==> src/smv_pkg.sv <==
// Shared types and constants for the stack machine executor.
// No dependencies; most design files refer to it by scoped names, the test files import it.
`timescale 1ns / 1ps

package smv_pkg;

  localparam int KIND_W  = 8;
  localparam int DATA_W  = 32;
  localparam int STAT_W  = 3;
  localparam int DEPTH_W = 9;

  localparam logic [KIND_W-1:0] OP_HALT = 8'd0;
  localparam logic [KIND_W-1:0] OP_PUSH = 8'd1;
  localparam logic [KIND_W-1:0] OP_POP  = 8'd2;
  localparam logic [KIND_W-1:0] OP_ADD  = 8'd3;
  localparam logic [KIND_W-1:0] OP_MUL  = 8'd4;
  localparam logic [KIND_W-1:0] OP_DIV  = 8'd5;
  localparam logic [KIND_W-1:0] OP_SUB  = 8'd6;

  typedef enum logic [STAT_W-1:0] {
    ST_OK      = 3'd0,
    ST_HALT    = 3'd1,
    ST_UNKNOWN = 3'd2,
    ST_UNDER   = 3'd3,
    ST_OVER    = 3'd4,
    ST_DIVZERO = 3'd5,
    ST_IGNORED = 3'd6
  } status_t;

  typedef enum logic [1:0] {
    S_IDLE,
    S_EXEC,
    S_DIV,
    S_WB
  } state_t;

endpackage

==> src/smv_div.sv <==
// Iterative signed divider, one quotient bit per cycle, truncates toward zero.
// Depends on smv_pkg for the data width. Divisor must be nonzero.
`timescale 1ns / 1ps

module smv_div (
  input  logic                        clk,
  input  logic                        rst_n,
  input  logic                        start,
  input  logic [smv_pkg::DATA_W-1:0]  dividend,
  input  logic [smv_pkg::DATA_W-1:0]  divisor,
  output logic                        done,
  output logic [smv_pkg::DATA_W-1:0]  quotient
);

  localparam int W  = smv_pkg::DATA_W;
  localparam int CW = $clog2(W);

  logic          busy_r, busy_nxt;
  logic          done_r, done_nxt;
  logic [CW-1:0] cnt_r, cnt_nxt;
  logic [W:0]    rem_r, rem_nxt;
  logic [W-1:0]  quo_r, quo_nxt;
  logic [W-1:0]  mb_r, mb_nxt;
  logic          neg_r, neg_nxt;

  logic [W:0]    rem_sh;
  logic          ge;

  always_ff @(posedge clk) begin
    if (!rst_n) begin
      busy_r <= 1'b0;
      done_r <= 1'b0;
      cnt_r  <= '0;
    end else begin
      busy_r <= busy_nxt;
      done_r <= done_nxt;
      cnt_r  <= cnt_nxt;
    end
  end

  always_ff @(posedge clk) begin
    rem_r <= rem_nxt;
    quo_r <= quo_nxt;
    mb_r  <= mb_nxt;
    neg_r <= neg_nxt;
  end

  always_comb begin
    rem_sh   = {rem_r[W-1:0], quo_r[W-1]};
    ge       = (rem_sh >= {1'b0, mb_r});
    busy_nxt = busy_r;
    done_nxt = 1'b0;
    cnt_nxt  = cnt_r;
    rem_nxt  = rem_r;
    quo_nxt  = quo_r;
    mb_nxt   = mb_r;
    neg_nxt  = neg_r;
    if (start) begin
      // work on magnitudes, fix the sign at the end
      busy_nxt = 1'b1;
      cnt_nxt  = '0;
      rem_nxt  = '0;
      quo_nxt  = dividend[W-1] ? (W'(0) - dividend) : dividend;
      mb_nxt   = divisor[W-1] ? (W'(0) - divisor) : divisor;
      neg_nxt  = dividend[W-1] ^ divisor[W-1];
    end else if (busy_r) begin
      rem_nxt = ge ? (rem_sh - {1'b0, mb_r}) : rem_sh;
      quo_nxt = {quo_r[W-2:0], ge};
      cnt_nxt = cnt_r + CW'(1);
      if (cnt_r == CW'(W - 1)) begin
        busy_nxt = 1'b0;
        done_nxt = 1'b1;
      end
    end
  end

  assign done     = done_r;
  assign quotient = neg_r ? (W'(0) - quo_r) : quo_r;

endmodule

==> config.mk <==
export PLATFORM = sky130hd
export DESIGN_NAME = smv_div
export DESIGN_NICKNAME = d
export VERILOG_FILES = /design/src/smv_pkg.sv /design/src/smv_div.sv
export SDC_FILE = /design/constraint.sdc
export NUM_CORES = 1
export LEC_CHECK = 0
export BUFFER_PORTS_ARGS = -buffer_cell sky130_fd_sc_hd__buf_2
export CAP_MARGIN = 20
export CORE_AREA = 2 2 173 175
export CTS_CLUSTER_SIZE = 10
export DETAILED_ROUTE_END_ITERATION = 6
export DIE_AREA = 0 0 175 177
export SLEW_MARGIN = 15
export SYNTH_ARGS = -nofsm -noshare
export SYNTH_HDL_FRONTEND = slang
export SYNTH_SLANG_ARGS = --single-unit
==> constraint.sdc <==
create_clock -name clk -period 3.4 [get_ports clk]
set_input_delay 0.17 -clock clk [delete_from_list [all_inputs] [get_ports clk]]
set_output_delay 0.17 -clock clk [all_outputs]
set_load 0.01 [all_outputs]
==> metrics.cfg <==
[global_routing]
antenna_found_initial = 0
grt_max_degree = 65
grt_pass1_wl_um = 31200
grt_usage_pct = 12.4
grt_pass1_vias = 6235
grt_remaining_overflow = 0

[yosys]
synth_nets = 1013
async_flop_share_pct = 0
synth_top_cells_by_area = edfxtp_1 25%, dfxtp_1 10%, xnor2_1 8.3%
synth_top_area_cell = edfxtp_1
yosys_warnings = 0
synth_top_area_share_pct = 25.2
synth_area_um2 = 7730
ys_seq_area_share_pct = 35.3
syn_avg_cell_area_um2 = 8.52
netlist_instances = 908
ys_seq_elements = 104
synth_edf_count = 65
synth_cell_types = 60
synth_ff_type = edfxtp_1

[sta]
finalCritPeriodShare_pct = 99.1
rsz0062_at_grt = yes
slew_headroom_pct = 29.9
drv_slew = 0
hold_viol = 0
worst_pin_slew_ns = 1.05
fmax_ghz = 0.297
setup_violations = 0
finalClockSkew_ns = 0.00970
period_minus_slack_ns = 3.37
holdWs_ns = 0.0360

[critical_path]
cp-end-kind = primary output
crit_top_cell = or3_4
crit_chain = or4_4 > or3_4 > or3_4 > or3_4 > nand2b_4 > o31ai_4 > xnor2_1 > buf_2
crit_type = flip-flop to primary output
crit_buf_inv = 1
rrSetupSlack_ns = 0.24
cp-startpoint = quo_r[8]$_DFFE_PP_
arrival_ns = 3.20
startpoint_type = flip-flop
crit_family = simple AND/OR/NAND/NOR gates
rr_startpoint = quo_r[31]$_DFFE_PP_
cpMaxStageDelayCell = or4_4
crit_fanout = 4
required_ns = 3.23
cp_slowest_stage_delay_ns = 0.56

[clock_network]
cts_tree = done
numCtsBuffers = 9
htree_levels = 3
cts-hold-fix-buffers = 0
insertion_delay_ns = 0.36
cts_sinks = 104
clkTransAtPathRegs_ns = 0.08
root_buffer = clkbuf_16
clockBufferDepth = 2

[detailed_routing]
ant_nets = 0
post_drt_wl_per_cell_um = 13.9
drt_iter0_markers = 414
detailroute.via_count = 6763
dr.pass1.iters = 5
route.detailed.drc = 0
drt-total-wl_um = 19300
via_per_inst = 4.88

[layout]
drive_above_1_share_pct = 16.9
diodes = 0
nets = 1097
fin_util_pct = 31.0
area_delta_synth_final_pct = 17.1

[hold_path]
hold_class = input port to flip-flop
hold_start = rst_n

[placed_design]
port_buffers = 99
dp_hpwl_um = 14400
routabilityCongestion = 0.842

[pwr]
ir_drop_mv = 0.232
p_per_area_nw_per_um2 = 434
leakage_nw = 3.56

[die]
die_area_um2 = 31000
rows = 63
die-width_um = 175
coreArea_um2 = 29200
fp.dieH_um = 177
num_io_pins = 100
start_util_pct = 26.4

[job]
drv_cap = 0

[run_status]
status = finished clean

## timing repair
item,4_1_cts,5_1_grt
cloned,0,0
pin swaps,1,2
buffers inserted,2,1
endpoints found under the setup margin,6,9
gates resized for setup,10,7
## per-stage QoR
step	TNS (ns)	setup WS, ns	cell area (um2)	power [mW]	instances
3_3_place_gp	0	0.258	8660	2.89	1368
4_1_cts	0	0.00982	9020	3.97	1386
5_1_grt	-0.0959	-0.0507	9060	4.19	1387
3_5_place_dp	0	0.201	8660	2.90	1368
2_1_floorplan	0	0.561	7730	2.50	908
6_report	0	0.0311	9060	3.93	1387
## routing by layer
layer  part of all wire, %  vias to the layer above  global-route usage, %
li1                      -                     3442                      -
met5                     0                        -                      0
met1                    52                     3127                   17.4
met4                  0.85                        0                   2.36
met3                   5.2                       10                   2.51
met2                    42                      184                   19.7
## state kept, by name, indices dropped and copies added (netlist names)
signal and flops:
busy_r 1, cnt_r 5, done 1, mb_r 32, neg_r 1, quo_r 32, rem_r 32
## worst register-to-register path: cells and delay by family, from the launching register on
family                   cells  cell delay, ns
AO/OA/AOI/OAI                7            1.36
AND/OR/NAND/NOR              2            0.72
adder cells (fa/ha/maj)      2            0.61
flip-flops                   1            0.36
buffers and inverters        1            0.07
## final cells by class
class	count	area, um2
fillers	3113	20200
multi-input cells	712	4730
flip-flops and latches	104	2730
repair buffers	114	623
well taps	390	488
clock buffers	10	239
inverters	51	191
clock inverters	6	50.0
## Yosys cell counts (all sizes together) (6+ instances only)
cell / n
xor2: 38
inv: 51
o21bai: 6
nor4: 6
nand3: 14
dfxtp: 39
a311oi: 26
or4: 15
and3: 9
nor3: 7
edfxtp: 65
nor2b: 7
nand4: 7
ha: 37
mux2i: 6
a21o: 13
xnor2: 73
nand2b: 10
or3: 17
o41ai: 14
o31ai: 25
nor2: 91
a211oi: 6
nand2: 110
o21ai: 48
clkbuf: 35
a21oi: 65
o211ai: 6
buf: 6
## path summary, 6_finish.rpt
path	end	depth (start not counted)
setup / recovery	quotient[28]	8
setup reg to reg	rem_r[28]$_SDFFE_PP0P_	12
hold reg to reg	rem_r[17]$_SDFFE_PP0P_	2
hold / removal	busy_r$_SDFF_PN0_	2
## cell families (layout without fill, tap and decap cells)
kind of cell | Yosys count | in the layout | synth area share (%)
muxes | 9 | 9 | 1.21
DFF | 104 | 104 | 35.3
AOI/OAI and AO/OA | 234 | 234 | 20.1
buffers and inverters | 92 | 181 | 4.56
and+or+nand+nor | 320 | 320 | 20.0
adders and majority gates | 38 | 38 | 6.24
xor gates and xnor gates | 111 | 111 | 12.6
## where the power goes
part / internal [mW] / switching, mW / leakage (nW)
logic: 0.553 / 0.739 / 2.47
registers: 1.49 / 0.115 / 0.959
clock network: 0.525 / 0.503 / 0.136
total: 2.57 / 1.36 / 3.56
## placed cells by master, fill, tap and decap left out, types with 6 or more instances in the layout
cell type,instances
o21ai_0,46
nand4_1,7
nor4_1,6
a311oi_1,26
nand2b_1,9
xnor2_1,73
nor2_1,90
buf_4,15
or3_1,8
edfxtp_1,65
nor3_1,7
o211ai_1,6
a21o_1,13
a21oi_1,64
nand3_1,14
a211oi_1,6
dfxtp_1,38
nand2_1,109
mux2i_1,6
buf_2,98
and3_1,9
nor2b_1,7
inv_1,50
clkbuf_16,9
o41ai_1,11
o31ai_1,23
o21bai_1,6
xor2_1,38
ha_1,37
or4_1,11
or3_4,8
No activity file was read; power rests on OpenSTA's default activity.
